$ cat src/hw/rtl/cle_ram.sv
// cle_ram: entry store, one write port and one registered read port
`default_nettype none

module cle_ram #(
	parameter int DEPTH = 128
) (
	input  wire logic                       clk,
	input  wire logic                       we,
	input  wire logic [$clog2(DEPTH)-1:0]   waddr,
	input  wire logic [31:0]                wdata,
	input  wire logic                       re,
	input  wire logic [$clog2(DEPTH)-1:0]   raddr,
	output logic      [31:0]                rdata
);

	logic [31:0] mem [DEPTH];

	always_ff @(posedge clk) begin
		if (we) begin
			mem[waddr] <= wdata;
		end
	end

	always_ff @(posedge clk) begin
		if (re) begin
			rdata <= mem[raddr];
		end
	end

endmodule

`default_nettype wire

$ cat config.mk
export PLATFORM = sky130hd
export DESIGN_NAME = cle_ram
export DESIGN_NICKNAME = d
export VERILOG_FILES = /design/src/hw/rtl/cle_ram.sv
export SDC_FILE = /design/constraint.sdc
export NUM_CORES = 2
export LEC_CHECK = 0
export BUFFER_PORTS_ARGS = -buffer_cell sky130_fd_sc_hd__buf_4
export CORE_MARGIN = 10
export CORE_UTILIZATION = 35
export DETAILED_ROUTE_END_ITERATION = 10
export HOLD_SLACK_MARGIN = 0.08
export PLACE_DENSITY = 0.54
export SYNTH_ARGS = -nofsm -noshare
export SYNTH_HDL_FRONTEND = slang
export SYNTH_SLANG_ARGS = --single-unit
$ cat constraint.sdc
create_clock -name clk -period 5 [get_ports clk]
set_input_delay 1 -clock clk [delete_from_list [all_inputs] [get_ports clk]]
set_output_delay 1 -clock clk [all_outputs]
set_load 0.02 [all_outputs]
==> run summary <==
The count of TritonRoute iterations in the first routing pass is 5. The number of gates given a new drive strength after cts is 0. The first global-routing pass estimated 622200 µm of wire. The worst register-to-register path ends at rdata[8]. In this run, distinct cell masters in the synthesized netlist total 16. The tightest min-delay check is of the in -> reg type.

The mean post-synth cell area came out at 26.14 µm². The start point of the critical path is raddr[0]. The worst-skew pair later-pin latency came out at 1.00 ns. The worst register-to-register path begins at mem[56][8].

The cell internal power dissipation came out at 57.01 mW. The final hold violation count is 0. The max-capacitance violation count came out at 0. Summed over all layers, the routed wires come to 455200 µm. Buffers placed on the I/O ports in this run total 80. The top fanout value on the critical path is 35. Among all flip-flop cells after synthesis, the most frequent one is sky130_fd_sc_hd__edfxtp_1. The post-CTS setup buffer count came out at 0. The total number of vias is 71740. The full die area is between 400000 and 500000 µm². The number of cells on the worst reg-to-reg path is 4.

The deepest clock path buffer count is 4. The final estimated routing congestion in global placement came out at 0.7828. The max-slew violation total from the final report was 0. The post-synthesis to final-layout area growth came out at 15.81%.

The core area is ~450000 µm². The net switching power is 15.78 mW. The power per cell area came out at 401.4 nW/µm². The worst hold slack across all endpoints came out at ~0.34 ns. The run finished with clean final reports.

The remaining antenna violation count after routing came out at 0. The CTS root buffer is sky130_fd_sc_hd__clkbuf_16. The worst setup path is captured at a flop.

In this run, post-CTS hold repair placed 0 buffers. The power share of the combinational group came out at 0.055. The number of clock sinks seen by CTS came out at 4128.

The final cycle utilization of the critical path came out at 0.7365. The total clock buffers created by CTS came out at 415. The portion of the post-synthesis area used by sequential elements came out at 0.7916. The number of nets in the layout came out at between 6000 and 7000.

The number of antenna violations at the first check in global routing is 88. The count of state elements after synthesis is 4128. The minimum clock period is around 3.7 ns. The endpoint required time on the critical path is 5.70 ns. The worst supply voltage drop on vdd came out at 297.4 µV. The switching share of total power came out at 0.2168. The HPWL after detailed placement is 258100 µm. The count of yosys warnings during synthesis is 0. The sum of overflow across all layers after global routing came out at 0. The via count of the first global-routing pass was approximately 73000. Across every metal layer, demand over resource in global routing totals 0.1890. The floorplan die width came out at just under 700 µm. The final worst clock skew is 0.07116 ns. TritonCTS built the clock tree. The number of fill cells is 38170. For the final routed database, the setup TNS stands at 0 ns. The wire length per cell after detailed routing came out at 35.51 µm. The share of the synthesized area in the top cell type came out at 0.7916. Setup repair after global routing left no endpoint under its margin. The via count normalized by instance count came out at 5.597. The maximum number of pins on one net before global-route repair is 129.

The critical path start-end classification is in -> reg. Power comes to 72.79 mW. The first-iteration detailed-routing DRC count is between 9000 and 10000. The share of total power dissipated in the clock network is 0.418. After clock tree synthesis, the clock-pin slew on the worst setup and hold paths is 0.06 ns. The number of nets in the synthesized netlist is 6039. The share of total power dissipated in sequential elements is 0.528. The worst register-to-register path has a setup slack of 2.14 ns. Sorting the synthesized cells by area gives the leading types as sky130_fd_sc_hd__edfxtp_1 79%, sky130_fd_sc_hd__mux4_2 19%, sky130_fd_sc_hd__clkbuf_1 0.44%. The critical path ends at rdata[8]. At the worst endpoint, the arrival time is 4.38 ns. The placement row count is 245. The deepest level of the CTS H-tree is 5. After synthesis, the share of flip-flops with an asynchronous set or reset is 0. The largest area contributor in the netlist is sky130_fd_sc_hd__edfxtp_1. The remaining max-slew budget at the tightest pin is 0.1929.

The count of final setup violators is 0. In the final layout, the share of cells above drive strength 1 is 0.3652. The I/O pin count is 81.

The cell area after synthesis came out at ~160000 µm². The count of flip-flops with a built-in enable after synthesis came out at 4128. The type of origin of the critical path is a primary input. The final routed DRC violation total is 0. The floorplan die height came out at 688.9 µm. The initial cell density of the core came out at 0.3516. The actual transition at the worst max-transition pin is 1.211 ns. The fmax came out at 271.6 MHz. The leakage power of the design is 54.92 nW. The cell count after synthesis came out at around 6000.
synthesized netlist by cell type (7+ instances only):
cell type,n
sky130_fd_sc_hd__nand2_1,14
sky130_fd_sc_hd__nor2b_1,7
sky130_fd_sc_hd__clkbuf_1,182
sky130_fd_sc_hd__buf_1,50
sky130_fd_sc_hd__nand3_1,12
sky130_fd_sc_hd__mux4_2,1344
sky130_fd_sc_hd__nor3_1,9
sky130_fd_sc_hd__edfxtp_1,4128
sky130_fd_sc_hd__mux2_2,32
sky130_fd_sc_hd__nor2_1,122
sky130_fd_sc_hd__buf_2,79
layer usage:
metal,up-vias,GRT usage,wire length (µm)
li1,27580,-,-
met1,40430,0.2599,183800
met2,3144,0.3091,219900
met3,558,0.04375,41500
met4,34,0.04077,9812
met5,-,0,225
sequential cells by signal, indices dropped and copies added (netlist names):
signal	count
rdata	32
mem	4096
worst max-delay path, cell delays in order:
cell and delay, ns:
sky130_fd_sc_hd__buf_16 0.23, sky130_fd_sc_hd__buf_12 0.33, sky130_fd_sc_hd__buf_4 0.37, sky130_fd_sc_hd__mux4_2 0.57, sky130_fd_sc_hd__mux4_2 0.65, sky130_fd_sc_hd__mux4_2 0.68
sky130_fd_sc_hd__mux2_2 0.33
layout make-up:
type / count / area (µm²) / share of cell area
Clock buffer: 507 / 10820 / 0.05964
Sequential cell: 4128 / 124000 / 0.6835
Clock inverter: 249 / 2426 / 0.01338
Antenna cell: 31 / 77.57 / 0.0004278
Tap cell: 5928 / 7417 / 0.04090
Multi-Input combinational cell: 1546 / 32290 / 0.1781
Timing Repair Buffer: 430 / 4363 / 0.02406
worst min-delay path by stage:
stage           startpoint     endpoint  depth (start not counted)
2_1_floorplan     wdata[0]    mem[0][0]                          0
3_3_place_gp   mem[62][31]    rdata[31]                          4
3_5_place_dp   mem[77][22]    rdata[22]                          4
4_1_cts          wdata[25]  mem[80][25]                          1
5_1_grt          wdata[25]  mem[84][25]                          1
6_report         wdata[25]  mem[80][25]                          1
cell usage in the layout (no fill, tap or decap), drive strengths merged:
| cell type | count |
|---|---|
| clkinv | 193 |
| clkinvlp | 15 |
| mux4 | 1344 |
| diode | 31 |
| bufinv | 36 |
| clkbuf | 507 |
| edfxtp | 4128 |
| nand2 | 14 |
| nor2b | 7 |
| mux2 | 32 |
| buf | 430 |
| nand4 | 3 |
| nor3 | 9 |
| nor2 | 122 |
| or3 | 1 |
| nand2b | 2 |
| nand3 | 12 |
| inv | 5 |
through the flow:
| step | std cells | util | area (µm²) | setup slack, ns |
|---|---|---|---|---|
| finish | 12820 | 0.4072 | 181400 | 1.317 |
| global route | 12800 | 0.4070 | 181300 | 1.264 |
| CTS | 12790 | 0.4070 | 181300 | 1.382 |
| detailed placement | 12030 | 0.3773 | 168000 | 0.3407 |
| global placement | 12030 | 0.3773 | 168000 | 0.3663 |
| floorplan | 5990 | - | 156600 | 0.7613 |
power groups by stage:
stage / clock (mW) / combinational [mW] / sequential (mW)
after detailed placement: 0 / 4.03 / 39.1
after global routing: 32.3 / 4.14 / 38.4
after global placement: 0 / 3.98 / 39.1
final: 30.4 / 3.97 / 38.4
after floorplan: 0 / 1.84 / 39.1
after CTS: 31.0 / 4.03 / 38.4
cells by family (layout without fill, tap and decap cells):
group / Yosys count / in the layout / synth area share
other: 0 / 31 / 0
buffers and inverters: 316 / 1186 / 0.008373
AND/OR/NAND/NOR: 170 / 170 / 0.004450
multiplexers: 1376 / 1376 / 0.1956
flip-flops: 4128 / 4128 / 0.7916
Power figures use the tool's default switching activity.
